### src/rtl/rld_pkg.sv
package rld_pkg;

  localparam int unsigned ITER_LIMIT_DEF = 15;
  localparam int unsigned CFG_IDX_W      = 3;
  localparam int unsigned COEF_W         = 48;
  localparam int unsigned TOL_W          = 31;

  localparam logic [CFG_IDX_W-1:0] CFG_K0  = 3'd0;
  localparam logic [CFG_IDX_W-1:0] CFG_K1  = 3'd1;
  localparam logic [CFG_IDX_W-1:0] CFG_K2  = 3'd2;
  localparam logic [CFG_IDX_W-1:0] CFG_EN  = 3'd3;
  localparam logic [CFG_IDX_W-1:0] CFG_TOL = 3'd4;

  localparam logic [TOL_W-1:0] TOL_RESET = 31'd1678;

  localparam logic signed [64:0] FMAX65   = 65'sh0_3FFF_FFFF_FFFF_FFFF;
  localparam logic [63:0]        FMAX     = 64'h3FFF_FFFF_FFFF_FFFF;
  localparam logic signed [64:0] ONE_Q44  = 65'sh0_0000_1000_0000_0000;
  localparam logic [63:0]        R2_EPS   = 64'd281474976;
  localparam logic signed [63:0] R_LIMIT  = 64'sh0000_0000_FFFF_FFFF;
  localparam logic [31:0]        QCAP     = 32'h8000_0000;
  localparam logic signed [31:0] S32_MAX  = 32'sh7FFF_FFFF;
  localparam logic signed [31:0] S32_MIN  = 32'sh8000_0000;

  typedef struct packed {
    logic        start;
    logic [63:0] a;
    logic [63:0] b;
    logic        neg;
    logic        sh48;
  } mul_req_t;

  typedef struct packed {
    logic               done;
    logic signed [63:0] q;
    logic [63:0]        prod;
  } mul_rsp_t;

  typedef struct packed {
    logic        start;
    logic [31:0] num;
    logic [63:0] den;
  } div_req_t;

  typedef struct packed {
    logic        done;
    logic [31:0] q;
  } div_rsp_t;

  typedef struct packed {
    logic        start;
    logic [63:0] v;
  } sqrt_req_t;

  typedef struct packed {
    logic        done;
    logic [31:0] root;
  } sqrt_rsp_t;

  function automatic logic [63:0] mag64(input logic signed [63:0] v);
    logic [63:0] m;
    m = v[63] ? (64'd0 - v) : v;
    return m;
  endfunction

  function automatic logic signed [63:0] clampf(input logic signed [64:0] v);
    logic signed [64:0] nfmax;
    logic signed [64:0] c;
    nfmax = -FMAX65;
    if (v > FMAX65) c = FMAX65;
    else if (v < nfmax) c = nfmax;
    else c = v;
    return c[63:0];
  endfunction

  function automatic logic signed [31:0] sat32(input logic signed [64:0] v);
    logic signed [31:0] s;
    if (v > 65'sd2147483647) s = S32_MAX;
    else if (v < -65'sd2147483648) s = S32_MIN;
    else s = v[31:0];
    return s;
  endfunction

endpackage

### src/rtl/rld_div.sv
module rld_div (
  input  logic              clk,
  input  logic              rst_n,
  input  rld_pkg::div_req_t req,
  output rld_pkg::div_rsp_t rsp
);

  localparam int unsigned NUM_W = 76;

  logic [NUM_W-1:0] num_r;
  logic [63:0]      den_r, rem_r;
  logic [31:0]      q_r;
  logic             ovf_r, busy_r, done_r;
  logic [6:0]       cnt_r;

  logic [64:0] rem_sh;
  logic        ge;
  logic [64:0] rem_new;
  logic [32:0] q_sh;

  always_comb begin
    rem_sh  = {rem_r, num_r[NUM_W-1]};
    ge      = rem_sh >= {1'b0, den_r};
    rem_new = ge ? (rem_sh - {1'b0, den_r}) : rem_sh;
    q_sh    = {q_r, ge};
  end

  always_ff @(posedge clk) begin
    if (!rst_n) begin
      busy_r <= 1'b0;
      done_r <= 1'b0;
    end else begin
      done_r <= 1'b0;
      if (req.start) begin
        num_r  <= {req.num, 44'd0};
        den_r  <= req.den;
        rem_r  <= '0;
        q_r    <= '0;
        ovf_r  <= 1'b0;
        cnt_r  <= 7'(NUM_W - 1);
        busy_r <= 1'b1;
      end else if (busy_r) begin
        num_r <= num_r << 1;
        rem_r <= rem_new[63:0];
        q_r   <= q_sh[31:0];
        // once past the cap the quotient only grows: hold the flag
        if (q_sh > {1'b0, rld_pkg::QCAP}) ovf_r <= 1'b1;
        cnt_r <= cnt_r - 7'd1;
        if (cnt_r == 7'd0) begin
          busy_r <= 1'b0;
          done_r <= 1'b1;
        end
      end
    end
  end

  assign rsp.done = done_r;
  assign rsp.q    = ovf_r ? rld_pkg::QCAP : q_r;

endmodule

### config.mk
export PLATFORM = sky130hd
export DESIGN_NAME = rld_div
export DESIGN_NICKNAME = d
export VERILOG_FILES = /design/src/rtl/rld_pkg.sv /design/src/rtl/rld_div.sv
export SDC_FILE = /design/constraint.sdc
export NUM_CORES = 1
export LEC_CHECK = 0
export ABC_AREA = 1
export BUFFER_PORTS_ARGS = -buffer_cell sky130_fd_sc_hd__buf_2
export CORE_UTILIZATION = 50
export DETAILED_ROUTE_END_ITERATION = 8
export GPL_ROUTABILITY_DRIVEN = 0
export GPL_TIMING_DRIVEN = 0
export PLACE_DENSITY_LB_ADDON = 0.25
export SETUP_SLACK_MARGIN = 0.05
export SLEW_MARGIN = 30
export SYNTH_ARGS = -nofsm -noshare
export SYNTH_HDL_FRONTEND = slang
export SYNTH_SLANG_ARGS = --single-unit
### constraint.sdc
create_clock -name clk -period 7.1 [get_ports clk]
set_input_delay 0.355 -clock clk [delete_from_list [all_inputs] [get_ports clk]]
set_output_delay 0.355 -clock clk [all_outputs]
set_load 0.05 [all_outputs]
==> flow_summary.json <==
{
  "status": "finished clean",
  "htreeDepth": 1,
  "place_area_um2": 14950,
  "clockRootBuffer": "clkbuf_16",
  "p_sw_mw": 1.464,
  "worstPathMaxFanout": 10,
  "die_x_um": 168.0,
  "grt_pass1_vias": 12510,
  "ys_warn_count": 0,
  "swShare": 0.3555,
  "power_mw": 4.117,
  "leakage_nw": 8.113,
  "finalCritPeriodShare": 0.4491,
  "p_clk_frac": 0.302,
  "avgSynthCellArea_um2": 7.323,
  "via_per_inst": 5.298,
  "synth_cell_types": 33,
  "synth-edff-count": 200,
  "tns_ns": 0,
  "worst_path_max_delay_cell": "edfxtp_1",
  "async_reset_ff_frac": 0,
  "drv_cap": 0,
  "start_util": 0.5100,
  "cts_tree": "done",
  "place_hpwl_um": 30170,
  "netlist_instances": 1882,
  "relSlewSlack": 0.5313,
  "synth-seq-cells": 202,
  "layout.cells.non_filler": 2459,
  "drc": 0,
  "synthToLayoutAreaGrowth_pct": 18.52,
  "yosysTopAreaCell": "edfxtp_1",
  "port_buffers": 130,
  "power-per-cell-area_nw_per_um2": 252.0,
  "route.met3.wl_um": 3548,
  "synth.top_cell.area_share": 0.4358,
  "setup.worst_path.end_class": "flop",
  "worst_clock_skew_ns": 0.02298,
  "worst_slew_pin_slew_ns": 0.7031,
  "finalCriticalPeriod_ns": 3.188,
  "fin_hold_ws_ns": 0.01002,
  "yosysSeqAreaShare": 0.4387,
  "finalHoldViolCount": 0,
  "finalSetupViolations": 0,
  "fin_util": 0.6044,
  "synth_area_leaders": "edfxtp_1 44%, nand2_1 14%, nor2_1 9.0%, inv_1 8.8%, ha_1 6.0%",
  "netlist_area_um2": 13780,
  "synthFlopType": "edfxtp_1",
  "rows": 60,
  "pwr-share-seq": 0.369,
  "overflow": 0,
  "place_ws_ns": 4.073,
  "clk_path_buf_depth": 3,
  "core_um2": 27030,
  "diodes": 0,
  "clk_pin_slew_ns": 0.06,
  "p_int_mw": 2.653,
  "yosys-top-cells-count": "532 x nand2_1, 330 x nor2_1, 324 x inv_1, 200 x edfxtp_1, 89 x a21oi_1",
  "drtPass1Iterations": 6,
  "wl_met2_um": 16840,
  "hp-class": "in -> reg",
  "wl_per_cell_um": 15.67,
  "grt_pass1_wl_um": 61380,
  "slew_violations": 0,
  "ir_worst_vdd_mv": 0.2170,
  "startpoint_type": "flop",
  "cp_cell_sequence": "ha_1 > nand2_1 > nor2_1 > nand2_1 > nor3_1 > nand4_1 > nand2_1 > nor2_1 > nand2_4 > buf_12 > buf_6 > nand2_1 > nor2_1 > nor2_1",
  "fmax_ghz": 0.3136,
  "slowest_delay_ns": 0.41,
  "synth.net_count": 2048,
  "drtIter0Drc": 1048,
  "crit_type": "reg -> reg",
  "numCtsBuffers": 23,
  "wl_met1_um": 16340,
  "rsz0062_at_grt": "false",
  "clk_latency_ns": 0.55,
  "drive_gt1_frac": 0.09962,
  "vias": 13030,
  "setup_ws_ns": 3.912,
  "post-route-cell-area_um2": 16330,
  "antenna_found_initial": 0,
  "gr-usage-all-layers": 0.2758,
  "top_layer": "met4",
  "io_pins": 132,
  "cp_data_required_time_ns": 7.38,
  "pwr-share-comb": 0.329,
  "wl_um": 38530,
  "finalNetCount": 2267,
  "cts_resized": 0,
  "cp.arrival_ns": 3.47,
  "dp.cells": 2357,
  "synth_most_common_cell": "nand2_1",
  "postRouteAntennaNets": 0,
  "grt_max_degree": 45,
  "dieArea_um2": 28230,
  "die_h_um": 168.0,
  "clock-sinks": 202
}
[power by group through the flow]
stage	registers, mW	clock network, mW	logic [mW]
final	1.52	1.24	1.36
after global routing	1.53	1.30	1.50
after CTS	1.52	1.26	1.32
after detailed placement	1.54	0	1.29
after global placement	1.55	0	1.27
after floorplan	1.53	0	0.933
[sequential cells by signal, indices dropped and copies added, names as in the netlist]
register	flops
den_r	64
rem_r	64
num_r	32
q_r	32
cnt_r	7
busy_r	1
done_r	1
ovf_r	1
[repair_timing]
| item | 4_1_cts | 5_1_grt |
|---|---|---|
| hold buffers | 60 | 0 |
| endpoints found under the setup margin | 0 | 0 |
| endpoints found under the hold margin | 60 | 0 |
| setup buffers | 0 | 0 |
[worst max-delay path: cells and delay by family, from the launching register on]
kind / cells / cell delay, ns
adder cells (fa/ha/maj): 1 / 0.37
buffers and inverters: 2 / 0.35
flip-flops: 1 / 0.41
AND/OR/NAND/NOR: 11 / 1.83
[area by class of cell]
class                           instances  area (µm²)
Buffer                                 35       216.5
Timing Repair Buffer                  194        1331
Clock inverter                         16       197.7
Clock buffer                           26       586.8
Sequential cell                       202        6046
Multi-Input combinational cell       1317        6296
Tap cell                              341       426.7
Inverter                              328        1234
Fill cell                            2489       10690
[cell usage in the layout, fill, tap and decap left out, types with 4 or more instances in the layout]
cell type	count
nor4_1	9
clkbuf_1	23
o21ai_0	84
nor3_1	17
ha_1	66
nand4_1	27
clkbuf_16	23
nor2_2	9
a31oi_1	6
nand2_2	7
nor2_1	330
edfxtp_1	200
o21bai_1	12
bufinv_16	4
clkinv_2	5
xor2_1	33
inv_2	4
dlygate4sd3_1	60
nand3_1	66
inv_1	323
buf_2	130
a21oi_1	89
buf_12	5
o21ai_1	19
buf_6	6
buf_4	6
clkinv_1	4
nand2_1	531
[final timing paths]
kind | startpoint | to | slack (ns) | depth (start not counted)
max | rem_r[5]$_SDFFCE_PP0P_ | rem_r[53]$_SDFFCE_PP0P_ | 3.91 | 14
min reg2reg | num_r[59]$_DFFE_PP_ | num_r[60]$_DFFE_PP_ | 0.51 | 2
max reg2reg | rem_r[5]$_SDFFCE_PP0P_ | rem_r[53]$_SDFFCE_PP0P_ | 3.91 | 14
min | req[22] | den_r[22]$_DFFE_PP_ | 0.01 | 1
[layer usage]
layer	global-route usage	up-vias
met1	0.3667	5882
met3	0.04396	116
met2	0.4453	596
met5	0	-
met4	0.1221	0
li1	-	6435
[cell families after synthesis]
kind of cell | after synthesis | share of synthesized area
adder cells (fa/ha/maj) | 67 | 0.06137
AND/OR/NAND/NOR | 1002 | 0.2920
AO/OA/AOI/OAI | 213 | 0.08071
buffers and inverters | 363 | 0.1050
XOR/XNOR | 35 | 0.02224
flip-flops | 202 | 0.4387
Power figures use the tool's default switching activity.
