[config.mk]
export PLATFORM = sky130hd
export DESIGN_NAME = rld_mul
export DESIGN_NICKNAME = d
export VERILOG_FILES = /design/src/rtl/rld_pkg.sv /design/src/rtl/rld_mul.sv
export SDC_FILE = /design/constraint.sdc
export NUM_CORES = 2
export LEC_CHECK = 0
export ABC_AREA = 1
export BUFFER_PORTS_ARGS = -buffer_cell sky130_fd_sc_hd__buf_2
export CORE_ASPECT_RATIO = 0.8
export CORE_MARGIN = 10
export CORE_UTILIZATION = 38
export CTS_BUF_LIST = sky130_fd_sc_hd__clkbuf_8
export DETAILED_ROUTE_END_ITERATION = 16
export PLACE_DENSITY = 0.66
export SYNTH_ARGS = -nofsm -noshare
export SYNTH_HDL_FRONTEND = slang
export SYNTH_SLANG_ARGS = --single-unit
[constraint.sdc]
create_clock -name clk -period 15.7 [get_ports clk]
set_input_delay 0.785 -clock clk [delete_from_list [all_inputs] [get_ports clk]]
set_output_delay 0.785 -clock clk [all_outputs]
set_load 0.05 [all_outputs]
[src/rtl/rld_pkg.sv]
package rld_pkg;

  localparam int unsigned ITER_LIMIT_DEF = 15;
  localparam int unsigned CFG_IDX_W      = 3;
  localparam int unsigned COEF_W         = 48;
  localparam int unsigned TOL_W          = 31;

  localparam logic [CFG_IDX_W-1:0] CFG_K0  = 3'd0;
  localparam logic [CFG_IDX_W-1:0] CFG_K1  = 3'd1;
  localparam logic [CFG_IDX_W-1:0] CFG_K2  = 3'd2;
  localparam logic [CFG_IDX_W-1:0] CFG_EN  = 3'd3;
  localparam logic [CFG_IDX_W-1:0] CFG_TOL = 3'd4;

  localparam logic [TOL_W-1:0] TOL_RESET = 31'd1678;

  localparam logic signed [64:0] FMAX65   = 65'sh0_3FFF_FFFF_FFFF_FFFF;
  localparam logic [63:0]        FMAX     = 64'h3FFF_FFFF_FFFF_FFFF;
  localparam logic signed [64:0] ONE_Q44  = 65'sh0_0000_1000_0000_0000;
  localparam logic [63:0]        R2_EPS   = 64'd281474976;
  localparam logic signed [63:0] R_LIMIT  = 64'sh0000_0000_FFFF_FFFF;
  localparam logic [31:0]        QCAP     = 32'h8000_0000;
  localparam logic signed [31:0] S32_MAX  = 32'sh7FFF_FFFF;
  localparam logic signed [31:0] S32_MIN  = 32'sh8000_0000;

  typedef struct packed {
    logic        start;
    logic [63:0] a;
    logic [63:0] b;
    logic        neg;
    logic        sh48;
  } mul_req_t;

  typedef struct packed {
    logic               done;
    logic signed [63:0] q;
    logic [63:0]        prod;
  } mul_rsp_t;

  typedef struct packed {
    logic        start;
    logic [31:0] num;
    logic [63:0] den;
  } div_req_t;

  typedef struct packed {
    logic        done;
    logic [31:0] q;
  } div_rsp_t;

  typedef struct packed {
    logic        start;
    logic [63:0] v;
  } sqrt_req_t;

  typedef struct packed {
    logic        done;
    logic [31:0] root;
  } sqrt_rsp_t;

  function automatic logic [63:0] mag64(input logic signed [63:0] v);
    logic [63:0] m;
    m = v[63] ? (64'd0 - v) : v;
    return m;
  endfunction

  function automatic logic signed [63:0] clampf(input logic signed [64:0] v);
    logic signed [64:0] nfmax;
    logic signed [64:0] c;
    nfmax = -FMAX65;
    if (v > FMAX65) c = FMAX65;
    else if (v < nfmax) c = nfmax;
    else c = v;
    return c[63:0];
  endfunction

  function automatic logic signed [31:0] sat32(input logic signed [64:0] v);
    logic signed [31:0] s;
    if (v > 65'sd2147483647) s = S32_MAX;
    else if (v < -65'sd2147483648) s = S32_MIN;
    else s = v[31:0];
    return s;
  endfunction

endpackage

[src/rtl/rld_mul.sv]
module rld_mul (
  input  logic              clk,
  input  logic              rst_n,
  input  rld_pkg::mul_req_t req,
  output rld_pkg::mul_rsp_t rsp
);

  logic [63:0]  a_r, b_r;
  logic         neg_r, sh48_r;
  logic [127:0] acc_r;
  logic [1:0]   cnt_r;
  logic         busy_r, fin_r, done_r;
  logic signed [63:0] q_r;

  logic [31:0]  ah, bh;
  logic [63:0]  pp;
  logic [6:0]   sh_amt;
  logic [127:0] pp_ext;
  logic [127:0] shv;
  logic [63:0]  m;

  always_comb begin
    ah     = cnt_r[1] ? a_r[63:32] : a_r[31:0];
    bh     = cnt_r[0] ? b_r[63:32] : b_r[31:0];
    pp     = ah * bh;
    sh_amt = ({6'd0, cnt_r[1]} + {6'd0, cnt_r[0]}) << 5;
    pp_ext = {64'd0, pp} << sh_amt;
    shv    = sh48_r ? (acc_r >> 48) : (acc_r >> 44);
    m      = (|shv[127:62]) ? rld_pkg::FMAX : {2'b00, shv[61:0]};
  end

  always_ff @(posedge clk) begin
    if (!rst_n) begin
      busy_r <= 1'b0;
      fin_r  <= 1'b0;
      done_r <= 1'b0;
      cnt_r  <= 2'd0;
    end else begin
      done_r <= 1'b0;
      if (req.start) begin
        a_r    <= req.a;
        b_r    <= req.b;
        neg_r  <= req.neg;
        sh48_r <= req.sh48;
        acc_r  <= '0;
        cnt_r  <= 2'd0;
        busy_r <= 1'b1;
      end else if (busy_r) begin
        acc_r <= acc_r + pp_ext;
        cnt_r <= cnt_r + 2'd1;
        if (cnt_r == 2'd3) begin
          busy_r <= 1'b0;
          fin_r  <= 1'b1;
        end
      end else if (fin_r) begin
        // truncate magnitude, saturate, then apply sign
        q_r    <= neg_r ? $signed(64'd0 - m) : $signed(m);
        fin_r  <= 1'b0;
        done_r <= 1'b1;
      end
    end
  end

  assign rsp.done = done_r;
  assign rsp.q    = q_r;
  assign rsp.prod = acc_r[63:0];

endmodule

==> metrics.yaml <==
critical_path:
  critPathCaptureType: "flip-flop"
  crit_fanout: 66
  reg2reg_to: "acc_r[68]"
  start_kind: "flip-flop"
  worstRegToRegCells: 39
  cp.arrival_ns: 14.65
  r2r_slack_ns: 1.70
  max_stage_delay_ns: 1.00
  required_ns: 16.35
  crit_type: "flip-flop to flip-flop"
  crit_top_cell: "fa_1"
  crit_slowest_cell: "a21oi_1"
  r2r-start: "cnt_r[0]"
logic_synthesis:
  synth_top_cell_by_area: "fa_1"
  ys_seq_elements: 326
  synth_edf_count: 321
  synth_top_area_share_pct: 29.95
  synthFlopType: "edfxtp_1"
  synth_seq_area_share_pct: 16.25
  postSynthCellCount: 8038
  yosysWarnings: 0
  synth.area.top_cells: "fa_1 30%, edfxtp_1 16%, inv_1 10%"
  async_flop_share_pct: 0
  syn_area_per_cell_um2: 7.459
  synth_area_um2: 59950
  syn_nets: 9460
  synth.distinct_cells: 51
placed_design:
  gp_congestion: 1.058
  hpwlAfterDp_mm: 235.2
  port_buffers: 261
detailed_routing:
  first_iter_violations: 7126
  wire_per_inst_um: 26.48
  drt_first_pass_iters: 8
  vias_per_cell: 5.491
  ant_nets: 0
  vias: 56720
  wirelength_mm: 273.6
  drc: 0
global_route:
  gr-usage-all-layers_pct: 30.56
  grt_overflow: 0
  grt_start_max_net_pins: 77
  grt_pass1_wl_mm: 389.6
  antenna_found_initial: 9
  grt_pass1_vias: 55190
clocking:
  clk_pin_slew_worst_paths_ns: 0.07
  h-tree-depth: 3
  cts_hold_buf: 0
  clockBufferDepth: 3
  cts_resized: 0
  clock_latency_ns: 0.81
  post_cts.repair.setup_buffers: 0
  cts_tree: "done"
  cts.sinks: 326
  cts_made_buffers: 67
  clockRootBuffer: "clkbuf_8"
timing:
  slew_headroom_pct: -3.417
  clock.fmax_ghz: 0.07143
  hold_viol_final: 0
  setup_viol: 0
  rsz0062_at_grt: "no"
  final_max_slew_viol_count: 3
  fin_skew_ns: 0.06270
  finalCritPeriodShare_pct: 89.17
  period_needed_ns: 14.00
  tightest_slew_ns: 1.535
  finalSetupTns_ns: 0
die:
  chipHeight_um: 375.3
  die_area_um2: 174200
  start_util_pct: 38.20
  coreArea_um2: 157000
  die_w_um: 464.1
  row_count: 130
  io_pins: 262
finish:
  drive_above_1_share_pct: 6.782
  fin_nets: 9591
  syn2layout_area_growth_pct: 7.716
  multi_input_area_um2: 42850
  fillers: 16250
  regArea_um2: 9747
worst_hold_path:
  hold_end: "a_r[55]"
  hold_path_class: "primary input to flip-flop"
  worstHoldPathCells: 1
  min-delay-start: "req[121]"
run_status:
  run_status: "complete, but fails checks"
  violations: "capacitance limit, slew limit"
job:
  cap_violations: 1
[critical path: cells and delay by family (launching register included)]
family                   cells  cell delay (ns)
AND/OR/NAND/NOR             12             1.78
buffers and inverters        7             1.60
flip-flops                   1             0.87
adder cells (fa/ha/maj)     10             4.83
AO/OA/AOI/OAI               10             4.68
[metal layers]
metal / global-route usage, % / wire length, um
met2: 40.01 / 103500
met4: 7.039 / 6821
met3: 11.85 / 39150
met5: 0.2478 / 135
met1: 46.29 / 123900
[how the worst max path moves through the flow]
| stage | from | cells after the start | to |
|---|---|---|---|
| after detailed placement | cnt_r[0] | 39 | acc_r[68] |
| after global routing | cnt_r[0] | 38 | acc_r[113] |
| after global placement | cnt_r[0] | 35 | acc_r[68] |
| after floorplan | cnt_r[0] | 47 | acc_r[81] |
| final | cnt_r[0] | 39 | acc_r[68] |
| after CTS | cnt_r[0] | 39 | acc_r[68] |
[stage by stage]
stage,cells,utilization [%],worst slack (ns),instance area (um2),hold WS [ns]
floorplan,8038,-,6.538,59950,0.4478
global placement,10210,40.39,1.291,63400,0.4732
detailed placement,10210,40.40,2.415,63420,0.4840
CTS,10320,41.13,2.426,64560,0.06356
global route,10330,41.14,1.335,64570,0.1312
finish,10330,41.14,1.700,64580,0.1535
[flip-flops by register name (all words and copies together), names as in the netlist]
name	flops
a_r	64
acc_r	128
b_r	64
busy_r	1
cnt_r	2
done_r	1
fin_r	1
neg_r	1
q_r	63
sh48_r	1
[Yosys cell counts (4+ instances only)]
master,instances
buf_1,11
xor2_1,48
a31oi_1,7
and3_1,5
dfxtp_1,5
buf_6,4
o21bai_1,30
and2_1,6
o211ai_1,8
a21oi_1,490
nor2_4,4
nand3b_1,5
mux2i_1,24
inv_1,1593
o21a_1,25
fa_1,897
nand4_1,38
nor2_2,20
buf_4,69
o21ai_0,422
nor3b_1,6
nor4_1,12
o21ai_2,4
nand3_1,203
nor3_1,49
nand2_2,9
clkinv_1,30
nand2_1,1563
ha_1,392
a21o_1,33
nor2_1,1356
or2_2,9
buf_2,10
clkbuf_1,203
edfxtp_1,321
a21boi_0,12
o22ai_1,6
nand3_2,4
xnor2_1,31
o21ai_1,52
inv_2,9
[kinds of logic after synthesis]
kind of cell | synth area share, %
XOR/XNOR | 1.154
multiplexers | 0.4007
AND/OR/NAND/NOR | 21.76
AO/OA/AOI/OAI | 9.686
adder cells (fa/ha/maj) | 38.13
flip-flops | 16.25
buffers and inverters | 12.62
[cell type report]
cell class | instances | share of cell area, %
Multi-Input combinational cell | 5781 | 66.35
Sequential cell | 326 | 15.09
Inverter | 1633 | 9.503
Tap cell | 2112 | 4.092
Timing Repair Buffer | 360 | 3.174
Clock buffer | 68 | 1.449
Clock inverter | 45 | 0.3177
Antenna cell | 5 | 0.01937
[cells in the final DEF, fill, tap and decap left out, types with 6 or more instances in the layout]
cell type | synthesis | routed
a21boi_0 | 12 | 12
a21o_1 | 33 | 33
a21oi_1 | 490 | 490
a31oi_1 | 7 | 7
and2_1 | 6 | 6
buf_2 | 10 | 261
buf_4 | 69 | 99
clkbuf_8 | 0 | 68
clkinv_1 | 30 | 43
clkinv_2 | 0 | 7
edfxtp_1 | 321 | 321
fa_1 | 897 | 897
ha_1 | 392 | 391
inv_1 | 1593 | 1609
inv_2 | 9 | 11
mux2i_1 | 24 | 24
nand2_1 | 1563 | 1562
nand2_2 | 9 | 9
nand3_1 | 203 | 203
nand4_1 | 38 | 38
nor2_1 | 1356 | 1356
nor2_2 | 20 | 19
nor3_1 | 49 | 49
nor4_1 | 12 | 12
o211ai_1 | 8 | 8
o21a_1 | 25 | 25
o21ai_0 | 422 | 402
o21ai_1 | 52 | 27
o21ai_2 | 4 | 47
o21bai_1 | 30 | 30
o22ai_1 | 6 | 6
or2_2 | 9 | 9
xnor2_1 | 31 | 31
xor2_1 | 48 | 48
Power is left out: the tool's default activity adds up to more than one toggle a clock period on the data nets, which glitch-free logic cannot reach.
