--- src/rtl/rld_pkg.sv ---
package rld_pkg;

  localparam int unsigned ITER_LIMIT_DEF = 15;
  localparam int unsigned CFG_IDX_W      = 3;
  localparam int unsigned COEF_W         = 48;
  localparam int unsigned TOL_W          = 31;

  localparam logic [CFG_IDX_W-1:0] CFG_K0  = 3'd0;
  localparam logic [CFG_IDX_W-1:0] CFG_K1  = 3'd1;
  localparam logic [CFG_IDX_W-1:0] CFG_K2  = 3'd2;
  localparam logic [CFG_IDX_W-1:0] CFG_EN  = 3'd3;
  localparam logic [CFG_IDX_W-1:0] CFG_TOL = 3'd4;

  localparam logic [TOL_W-1:0] TOL_RESET = 31'd1678;

  localparam logic signed [64:0] FMAX65   = 65'sh0_3FFF_FFFF_FFFF_FFFF;
  localparam logic [63:0]        FMAX     = 64'h3FFF_FFFF_FFFF_FFFF;
  localparam logic signed [64:0] ONE_Q44  = 65'sh0_0000_1000_0000_0000;
  localparam logic [63:0]        R2_EPS   = 64'd281474976;
  localparam logic signed [63:0] R_LIMIT  = 64'sh0000_0000_FFFF_FFFF;
  localparam logic [31:0]        QCAP     = 32'h8000_0000;
  localparam logic signed [31:0] S32_MAX  = 32'sh7FFF_FFFF;
  localparam logic signed [31:0] S32_MIN  = 32'sh8000_0000;

  typedef struct packed {
    logic        start;
    logic [63:0] a;
    logic [63:0] b;
    logic        neg;
    logic        sh48;
  } mul_req_t;

  typedef struct packed {
    logic               done;
    logic signed [63:0] q;
    logic [63:0]        prod;
  } mul_rsp_t;

  typedef struct packed {
    logic        start;
    logic [31:0] num;
    logic [63:0] den;
  } div_req_t;

  typedef struct packed {
    logic        done;
    logic [31:0] q;
  } div_rsp_t;

  typedef struct packed {
    logic        start;
    logic [63:0] v;
  } sqrt_req_t;

  typedef struct packed {
    logic        done;
    logic [31:0] root;
  } sqrt_rsp_t;

  function automatic logic [63:0] mag64(input logic signed [63:0] v);
    logic [63:0] m;
    m = v[63] ? (64'd0 - v) : v;
    return m;
  endfunction

  function automatic logic signed [63:0] clampf(input logic signed [64:0] v);
    logic signed [64:0] nfmax;
    logic signed [64:0] c;
    nfmax = -FMAX65;
    if (v > FMAX65) c = FMAX65;
    else if (v < nfmax) c = nfmax;
    else c = v;
    return c[63:0];
  endfunction

  function automatic logic signed [31:0] sat32(input logic signed [64:0] v);
    logic signed [31:0] s;
    if (v > 65'sd2147483647) s = S32_MAX;
    else if (v < -65'sd2147483648) s = S32_MIN;
    else s = v[31:0];
    return s;
  endfunction

endpackage

--- src/rtl/rld_sqrt.sv ---
module rld_sqrt (
  input  logic               clk,
  input  logic               rst_n,
  input  rld_pkg::sqrt_req_t req,
  output rld_pkg::sqrt_rsp_t rsp
);

  logic [63:0] v_r, res_r, sbit_r;
  logic        busy_r, done_r;
  logic [63:0] rb;

  assign rb = res_r + sbit_r;

  always_ff @(posedge clk) begin
    if (!rst_n) begin
      busy_r <= 1'b0;
      done_r <= 1'b0;
    end else begin
      done_r <= 1'b0;
      if (req.start) begin
        v_r    <= req.v;
        res_r  <= '0;
        sbit_r <= 64'd1 << 62;
        busy_r <= 1'b1;
      end else if (busy_r) begin
        if (v_r >= rb) begin
          v_r   <= v_r - rb;
          res_r <= (res_r >> 1) + sbit_r;
        end else begin
          res_r <= res_r >> 1;
        end
        sbit_r <= sbit_r >> 2;
        if (sbit_r[0]) begin
          busy_r <= 1'b0;
          done_r <= 1'b1;
        end
      end
    end
  end

  assign rsp.done = done_r;
  assign rsp.root = res_r[31:0];

endmodule

--- config.mk ---
export PLATFORM = sky130hd
export DESIGN_NAME = rld_sqrt
export DESIGN_NICKNAME = d
export VERILOG_FILES = /design/src/rtl/rld_pkg.sv /design/src/rtl/rld_sqrt.sv
export SDC_FILE = /design/constraint.sdc
export NUM_CORES = 1
export LEC_CHECK = 0
export ABC_AREA = 1
export BUFFER_PORTS_ARGS = -buffer_cell sky130_fd_sc_hd__clkbuf_2
export CORE_MARGIN = 2
export CORE_UTILIZATION = 25
export DETAILED_ROUTE_END_ITERATION = 8
export PLACE_DENSITY = 0.49
export SLEW_MARGIN = 20
export SYNTH_ARGS = -nofsm -noshare
export SYNTH_HDL_FRONTEND = slang
export SYNTH_SLANG_ARGS = --single-unit
--- constraint.sdc ---
create_clock -name clk -period 10.25 [get_ports clk]
set_input_delay 1.025 -clock clk [delete_from_list [all_inputs] [get_ports clk]]
set_output_delay 1.025 -clock clk [all_outputs]
set_load 0.005 [all_outputs]
==> reports/results.env, run 1 <==
RUN_STATUS='completed'
CTS.REPAIR_TIMING.SETUP_BUFFER_COUNT=0
GRT_MAX_DEGREE=68
CLK_TRANSITION_REPORTED_PATHS_NS=0.08
SYNTH_SEQ_AREA_SHARE=0.238
FF2FF_SETUP_SLACK_NS=4.35
SEQPWRFRAC=0.276
CLOCKBUFFERDEPTH=2
HPWLAFTERDP_UM=68700
WORST_SKEW_PAIR_LATER_PIN_LATENCY_NS=0.52
FOOTPRINT_OF_THE_MULTI_INPUT_GATES_SQ_UM=12900
FINALCOREUTILIZATION=0.278
ASYNC_RESET_FF_FRAC=0
NET_SW_FRAC=0.494
GRT_PASS1_VIAS=21000
WORSTREG2REGSTART='res_r[26]'
TIMING.FMAX_MHz=169
DRCVIOLATIONCOUNT=0
TIMING_WORST_SETUP_PATH_TYPE='reg2reg'
NFILLCELLS=9182
CORE.ROWCOUNT=104
CRITICAL_PATH_CELL_SEQUENCE='ha_1 > nand2_1 > inv_1 > nand2_1 > nor2_1 > nand2_1 > o21ai_0 > nand3_1 > nand3b_1 > nand2_1 > ha_1 > nand2_1 > nor2_2 > inv_1 > nor2_1 > nand2_1 > nor3_2 > nand2_2 > nand2_2 > o21ai_0 > inv_2 > buf_4'
N_ANTENNA_CELL=0
ROOT_BUFFER_CELL='sky130_fd_sc_hd__clkbuf_16'
POST_ROUTE_WL_UM=81200
FINAL-INSTANCE-COUNT-EXCL-FILL=4615
PLACEMENT.SETUP.WORST_SLACK_NS=4.41
SYN-INSTANCE-COUNT=3490
FRACTION_OF_LAYOUT_INSTANCES_USING_A_DRIVE_STRENGTH_ABOVE_1=0.0529
DIE_H_UM=289
TIMING.CRITICAL_PATH.MODE_CELL='sky130_fd_sc_hd__nand2_1'
TRITONCTS='built'
MIN_FROM='busy_r'
SYNTH.NET_COUNT=3688
PLACE.GP.CONGESTION=0.942
CP_TOP_FAMILY='simple AND/OR/NAND/NOR gates'
INITIALDRTVIOLATIONCOUNT=1522
POSTSYNTHAREAPERCELL_SQ_UM=5.84
POWER.SHARE.CLOCK=0.196
CRITICAL-PATH-MAX-STAGE-DELAY_NS=0.68
PLACEABLECOREAREA_SQ_UM=80500
CTS-HTREE-LEVELS=4
CP-END-KIND='flop'
TIMING.HOLD.WORST_ENDPOINT='done_r'
WORSTPATHMAXFANOUT=33
PERIOD_MINUS_SLACK_NS=5.90
ANTENNA_FOUND_INITIAL=0
POWER.IR.VDD_WORST_uV=143
P_LEAK_nW=11.4
SLEW_HEADROOM=0.423
ANT_NETS=0
NUMCLOCKSINKS=162
TIMING.HOLD.WORST_PATH_DEPTH=2
YOSYS.AREA.TOP_TYPE_SHARE=0.259
INTERNAL-POWER_mW=1.77
DRT-WIRELENGTH-PER-CELL_UM=17.6
WORST_PIN_SLEW_NS=0.865
DIEAREA_SQ_UM=83800
DOMINANTREGCELLSYNTH='sky130_fd_sc_hd__edfxtp_1'
FRACTION_OF_THE_CYCLE_THE_FINAL_WORST_PATH_NEEDS=0.576
HOLD_SLACK_NS=0.512
WORST-PATH-BUF-INV=4
FINALSETUPTNS_NS=0
NETLIST.TOP_CELL.BY_AREA='sky130_fd_sc_hd__nand2_1'
DIE_X_UM=289
TIMING.CRITICAL_PATH.FROM='res_r[26]'
FIRSTDRTPASSITERS=7
STARTPOINT_TYPE='flop'
SEQUENTIAL_CELL_AREA_SQ_UM=4840
PLACE_INST=4583
CTS-RESIZED-GATES=0
ROUTE.DETAILED.VIAS_PER_INST=4.60
HOLD_VIOL_FINAL=0
CRITICAL-PATH-SLOWEST-CELL='sky130_fd_sc_hd__o21ai_0'
BOUNDARYPINS=100
HOLD_CLASS='reg2reg'
MAX_CAP_VIOLATIONS=0
SYNTH_COMMON_CELLS='sky130_fd_sc_hd__nand2_1, sky130_fd_sc_hd__inv_1, sky130_fd_sc_hd__nor2_1'
UNREPAIRED_SETUP_ENDPOINTS_AFTER_GLOBAL_ROUTING='false'
FINAL-MAX-SLEW-VIOLATION-COUNT=0
REPORT.POWER.TOTAL_mW=3.50
SYNTH-SEQ-CELLS=162
POST_LAYOUT_NETS=3740
NUMBER_OF_SYNTHESIZED_FLOPS_WITH_AN_ENABLE_PIN=160
GRT_USE_TOTAL=0.195
PLACE_AREA_SQ_UM=21800
DR_TOTAL_VIAS=21200
REGTOREGENDPOINT='v_r[61]'
SYNTH.AREA.TOP_CELLS='sky130_fd_sc_hd__nand2_1, sky130_fd_sc_hd__edfxtp_1, sky130_fd_sc_hd__inv_1'
NUMBER_OF_WARNINGS_PRINTED_DURING_YOSYS_SYNTHESIS=0
YOSYS.CELL_COUNT.TOP_TYPE='sky130_fd_sc_hd__nand2_1'
POST_SYNTHESIS_TO_FINAL_LAYOUT_AREA_GROWTH_PCT=9.97
POWER.SHARE.COMBINATIONAL=0.528
TIMING.CRITICAL_PATH.REQUIRED_NS=10.40
LAYOUT.CELL_AREA.NON_FILLER_SQ_UM=22400
WORST_EP_ARRIVAL_NS=6.06
POST_CTS_HOLD_BUFFER_COUNT=0
NUMBER_OF_SETUP_VIOLATIONS_IN_THE_FINAL_REPORT=0
P_PER_AREA_nW_PER_UM2=156
R2R.WORST_PATH.CELLS=22
WORST_SLACK_NS=4.35
SYNTHDISTINCTLIBCELLS=45
CLOCK_SKEW_NS=0.0267
AREA_OF_THE_MAPPED_NETLIST_SQ_UM=20400
START_UTIL=0.253
GRT.OVERFLOW.TOTAL=0
PLACE.PORT_BUFFERS=99
P_SW_mW=1.73
TOTAL_CLOCK_BUFFERS_CREATED_BY_CTS=17
GRT_FIRST_PASS_WIRELENGTH_UM=122000
-- cells in the final DEF (no fill, tap or decap), types with 12 or more instances in the layout --
cell / Yosys / final
sky130_fd_sc_hd__o21bai_1: 17 / 17
sky130_fd_sc_hd__ha_1: 130 / 130
sky130_fd_sc_hd__nand3_1: 221 / 221
sky130_fd_sc_hd__nor3_1: 33 / 33
sky130_fd_sc_hd__nand3b_1: 23 / 23
sky130_fd_sc_hd__a21oi_1: 142 / 141
sky130_fd_sc_hd__edfxtp_1: 160 / 160
sky130_fd_sc_hd__xnor2_1: 58 / 58
sky130_fd_sc_hd__nand2_1: 1404 / 1404
sky130_fd_sc_hd__xor2_1: 46 / 46
sky130_fd_sc_hd__clkbuf_16: 0 / 17
sky130_fd_sc_hd__nand2_2: 18 / 18
sky130_fd_sc_hd__inv_1: 582 / 581
sky130_fd_sc_hd__nor4_1: 12 / 12
sky130_fd_sc_hd__nor2_1: 340 / 340
sky130_fd_sc_hd__o21ai_0: 133 / 133
sky130_fd_sc_hd__nand4_1: 24 / 24
sky130_fd_sc_hd__clkbuf_2: 0 / 98
-- final cells by class --
type,instances,share of cell area
multi-input combinational,2669,0.575
inverter,585,0.0981
timing repair buffer,107,0.0249
sequential,162,0.216
clock inverter,15,0.00743
clock buffer,17,0.0190
tap,1060,0.0592
-- power groups by stage --
| stage | sequential [mW] | clock [mW] | combinational [mW] |
|---|---|---|---|
| floorplan | 0.915 | 0 | 1.34 |
| global placement | 0.976 | 0 | 1.84 |
| detailed placement | 0.975 | 0 | 1.84 |
| CTS | 0.962 | 0.707 | 1.84 |
| global route | 0.974 | 0.719 | 2.09 |
| finish | 0.964 | 0.685 | 1.85 |
-- worst register-to-register path, cell delays in order, from the launching register on --
cell and delay (ns):
sky130_fd_sc_hd__edfxtp_1 0.53, sky130_fd_sc_hd__ha_1 0.49, sky130_fd_sc_hd__nand2_1 0.08, sky130_fd_sc_hd__inv_1 0.10
sky130_fd_sc_hd__nand2_1 0.09, sky130_fd_sc_hd__nor2_1 0.36, sky130_fd_sc_hd__nand2_1 0.09, sky130_fd_sc_hd__o21ai_0 0.68
sky130_fd_sc_hd__nand3_1 0.24, sky130_fd_sc_hd__nand3b_1 0.15, sky130_fd_sc_hd__nand2_1 0.08, sky130_fd_sc_hd__ha_1 0.38
sky130_fd_sc_hd__nand2_1 0.11, sky130_fd_sc_hd__nor2_2 0.17, sky130_fd_sc_hd__inv_1 0.06, sky130_fd_sc_hd__nor2_1 0.15
sky130_fd_sc_hd__nand2_1 0.12, sky130_fd_sc_hd__nor3_2 0.14, sky130_fd_sc_hd__nand2_2 0.11, sky130_fd_sc_hd__nand2_2 0.10
sky130_fd_sc_hd__o21ai_0 0.13, sky130_fd_sc_hd__inv_2 0.58, sky130_fd_sc_hd__buf_4 0.58
-- how the worst max path moves through the flow --
stage / endpoint / depth (start not counted) / slack, ns
floorplan: v_r[0] / 5 / 1.73
global placement: v_r[46] / 22 / 4.46
detailed placement: v_r[61] / 22 / 4.41
CTS: v_r[61] / 22 / 4.36
global route: v_r[61] / 22 / 3.86
finish: v_r[61] / 22 / 4.35
-- per-layer routing --
layer	vias to the layer above	wire, um	GRT usage
met5	-	0	0
met3	96	3350	0.0192
met4	0	2340	0.0648
met2	489	37600	0.329
li1	11000	-	-
met1	9661	37900	0.261
-- state kept, by name, summed over array words and instances (netlist names) --
register  flops
res_r        64
v_r          64
sbit_r       32
busy_r        1
done_r        1
-- logic make-up after synthesis --
family,count (synthesis),share of synthesized area
buffers and inverters,659,0.130
xor gates and xnor gates,104,0.0447
DFF,162,0.238
AOI/OAI and AO/OA,319,0.0833
and+or+nand+nor,2115,0.423
adders and majority gates,131,0.0809
No activity file was read; power rests on OpenSTA's default activity.
==> run 2: changes to the inputs <==
==> constraint.sdc (replaced) <==
create_clock -name clk -period 6.1 [get_ports clk]
set_input_delay 0.61 -clock clk [delete_from_list [all_inputs] [get_ports clk]]
set_output_delay 0.61 -clock clk [all_outputs]
set_load 0.005 [all_outputs]
==> run 2 against run 1 <==
Compared with the run above:
- hold slack worse by 0.14 ns
- first-iteration DRC count up 3.7%
- cell count about the same
- critical endpoint is now v_r[21]
- combinational power up 69%
- clock-buffer cell count unchanged
- final area up 0.49%
- fmax up 9.4%
- critical path type unchanged
- sequential share of layout area down 0.11 points
- largest power group unchanged
==> reports/results.env, run 2 (synthesis results as in run 1) <==
WORST_SLACK_NS=0.705  # -3.64 ns
ROUTED.TOP_LAYER='met5'
PLACE.PORT_BUFFERS=99  # unchanged
POST_LAYOUT_NETS=3743  # +0.080%
BOUNDARYPINS=100  # unchanged
CP-END-KIND='flop'
FINALSETUPTNS_NS=0  # unchanged
R2R.WORST_PATH.CELLS=21  # -4.5%
WORST-PATH-BUF-INV=2  # -2
N_ANTENNA_CELL=0  # unchanged
FF2FF_SETUP_SLACK_NS=0.71  # -3.64 ns
CORE.ROWCOUNT=104  # unchanged
MOST-COMMON-LAYOUT-CELLS='sky130_fd_sc_hd__nand2_1, sky130_fd_sc_hd__inv_1, sky130_fd_sc_hd__nor2_1'
CLK_TRANSITION_REPORTED_PATHS_NS=0.08  # about the same
HPWLAFTERDP_UM=67500  # -1.8%
ANTENNA_FOUND_INITIAL=1  # +1
PLACEMENT.SETUP.WORST_SLACK_NS=0.791  # -3.62 ns
P_LEAK_nW=11.5  # +0.36%
ROOT_BUFFER_CELL='sky130_fd_sc_hd__clkbuf_16'
PLACE.GP.CONGESTION=0.953  # +1.1%
HOLD_CLASS='in2reg'
TIMING.CRITICAL_PATH.REQUIRED_NS=6.31  # -4.09 ns
DIE_H_UM=289  # unchanged
MET2WIRELENGTH_UM=36600  # -2.8%
GRT_FIRST_PASS_WIRELENGTH_UM=120000  # -1.2%
WORSTPATHMAXFANOUT=25  # -24%
TIMING.HOLD.WORST_PATH_DEPTH=3  # +1
DIEAREA_SQ_UM=83800  # unchanged
DIE_X_UM=289  # unchanged
CTS-HTREE-LEVELS=4  # unchanged
SLEW_HEADROOM=0.377  # -0.0457
CRITICAL-PATH-MAX-STAGE-DELAY_NS=0.55  # -0.13 ns
ANT_NETS=0  # unchanged
POST_SYNTHESIS_TO_FINAL_LAYOUT_AREA_GROWTH_PCT=10.5
WORST_SKEW_PAIR_LATER_PIN_LATENCY_NS=0.52  # about the same
FIRSTDRTPASSITERS=6  # -1
MOSTFREQUENTLAYOUTCELL='sky130_fd_sc_hd__nand2_1'
GRT_USE_TOTAL=0.192  # -0.00358
NUMCLOCKSINKS=162  # unchanged
FINAL-MAX-SLEW-VIOLATION-COUNT=0  # unchanged
GRT.OVERFLOW.TOTAL=0  # unchanged
MET1WIRELENGTH_UM=37200  # -2.0%
CRITICAL_PATH_CELL_SEQUENCE='ha_1 > nand2_1 > o21ai_0 > nor2_1 > nor2_1 > or2_2 > nand2_1 > nand2_1 > xnor2_1 > ha_1 > nand2_1 > nor2_1 > nand2_1 > nor2_2 > nand4_1 > nand3_2 > nand2_2 > nand2_2 > o21ai_0 > inv_2 > buf_12'
POST_CTS_HOLD_BUFFER_COUNT=0  # unchanged
FRACTION_OF_LAYOUT_INSTANCES_USING_A_DRIVE_STRENGTH_ABOVE_1=0.0534  # +0.000533
PERIOD_MINUS_SLACK_NS=5.39  # -0.508 ns
PLACE_INST=4586  # +0.065%
CLOCKBUFFERDEPTH=2  # unchanged
DRT-WIRELENGTH-PER-CELL_UM=17.3  # -1.6%
DR_TOTAL_VIAS=21500  # +1.3%
HOLD_VIOL_FINAL=0  # unchanged
NUMBER_OF_SETUP_VIOLATIONS_IN_THE_FINAL_REPORT=0  # unchanged
MAX_CAP_VIOLATIONS=0  # unchanged
POST_ROUTE_WL_UM=80000  # -1.5%
PLACEABLECOREAREA_SQ_UM=80500  # unchanged
ROUTE.DETAILED.VIAS_PER_INST=4.66  # +1.2%
CRITICAL-PATH-SLOWEST-CELL='sky130_fd_sc_hd__edfxtp_1'
CTS.REPAIR_TIMING.SETUP_BUFFER_COUNT=0  # unchanged
CTS-RESIZED-GATES=0  # unchanged
FINAL-INSTANCE-COUNT-EXCL-FILL=4617  # +0.043%
TRITONCTS='built'
RUN_STATUS='completed'
CLOCK_SKEW_NS=0.0221  # -0.00458 ns
DRCVIOLATIONCOUNT=0  # unchanged
TOTAL_CLOCK_BUFFERS_CREATED_BY_CTS=17  # unchanged
TIMING.FMAX_MHz=185  # +9.4%
TIMING_WORST_SETUP_PATH_TYPE='reg2reg'
STARTPOINT_TYPE='flop'
GRT_MAX_DEGREE=99  # +46%
WORST_PIN_SLEW_NS=0.934  # +0.0686 ns
INITIALDRTVIOLATIONCOUNT=1579  # +3.7%
MET3_LENGTH_UM=3500  # +4.7%
GRT_PASS1_VIAS=20800  # -0.86%
CP_NUM_CELLS=21  # -4.5%
NFILLCELLS=9226  # +0.48%
START_UTIL=0.253  # unchanged
P_PER_AREA_nW_PER_UM2=264  # +69%
TIMING.CRITICAL_PATH.MODE_CELL='sky130_fd_sc_hd__nand2_1'
CP_TOP_FAMILY='simple AND/OR/NAND/NOR gates'
UNREPAIRED_SETUP_ENDPOINTS_AFTER_GLOBAL_ROUTING='false'
WORST_EP_ARRIVAL_NS=5.60  # -0.46 ns
POWER.IR.VDD_WORST_uV=242  # +69%
FRACTION_OF_THE_CYCLE_THE_FINAL_WORST_PATH_NEEDS=0.884  # +0.309
BIGGEST_REGS='res_r x64, v_r x64, sbit_r x32'
run 2: changes by cell type in the layout (fill, tap and decap cells not counted), sizes merged:
cell	before	now
buf	9	12
bufinv	0	2
clkinv	8	2
inv	591	593
clkinvlp	1	2
run 2: per-stage QoR:
step | power [mW] | util | hold slack (ns) | instance area, sq um
4_1_cts | 5.94 | 0.279 | 0.354 | 22500
6_report | 5.93 | 0.279 | 0.376 | 22500
3_3_place_gp | 4.74 | 0.272 | 0.499 | 21900
3_5_place_dp | 4.74 | 0.272 | 0.498 | 21900
2_1_floorplan | 3.79 | - | 0.443 | 20400
5_1_grt | 6.42 | 0.279 | 0.371 | 22500
run 2: cell type report:
class | instances | area [sq um] | share of cell area
Inverter | 585 | 2200 | 0.0976
Clock inverter | 14 | 166 | 0.00739
Timing Repair Buffer | 110 | 668 | 0.0297
Multi-Input combinational cell | 2669 | 12900 | 0.572
Sequential cell | 162 | 4840 | 0.215
Clock buffer | 17 | 425 | 0.0189
Tap cell | 1060 | 1330 | 0.0589
run 2: worst reg2reg max path, cell delays in order, from the launching register on:
cell and delay [ns]:
sky130_fd_sc_hd__edfxtp_1 0.55, sky130_fd_sc_hd__ha_1 0.41, sky130_fd_sc_hd__nand2_1 0.11, sky130_fd_sc_hd__o21ai_0 0.10, sky130_fd_sc_hd__nor2_1 0.33, sky130_fd_sc_hd__nor2_1 0.07, sky130_fd_sc_hd__or2_2 0.33, sky130_fd_sc_hd__nand2_1 0.09
sky130_fd_sc_hd__nand2_1 0.20, sky130_fd_sc_hd__xnor2_1 0.53, sky130_fd_sc_hd__ha_1 0.30, sky130_fd_sc_hd__nand2_1 0.16, sky130_fd_sc_hd__nor2_1 0.23, sky130_fd_sc_hd__nand2_1 0.14, sky130_fd_sc_hd__nor2_2 0.13, sky130_fd_sc_hd__nand4_1 0.18
sky130_fd_sc_hd__nand3_2 0.16, sky130_fd_sc_hd__nand2_2 0.09, sky130_fd_sc_hd__nand2_2 0.12, sky130_fd_sc_hd__o21ai_0 0.10, sky130_fd_sc_hd__inv_2 0.50, sky130_fd_sc_hd__buf_12 0.27
run 2: per-layer routing:
metal	GRT usage	vias up
met5	0	-
met4	0.0706	2
met3	0.0217	123
met2	0.318	519
met1	0.256	9851
li1	-	11000
run 2: path summary, 6_finish.rpt:
path              startpoint      end
setup / recovery    res_r[4]  v_r[21]
hold reg to reg       busy_r   done_r
setup reg to reg    res_r[4]  v_r[21]
hold / removal        req[0]   v_r[0]
run 2: power by group:
group / leakage (nW) / switching [mW] / internal, mW
Clock: 0.287 / 0.580 / 0.614
Combinational: 9.64 / 2.10 / 1.02
Sequential: 1.55 / 0.193 / 1.43
Total: 11.5 / 2.87 / 3.06
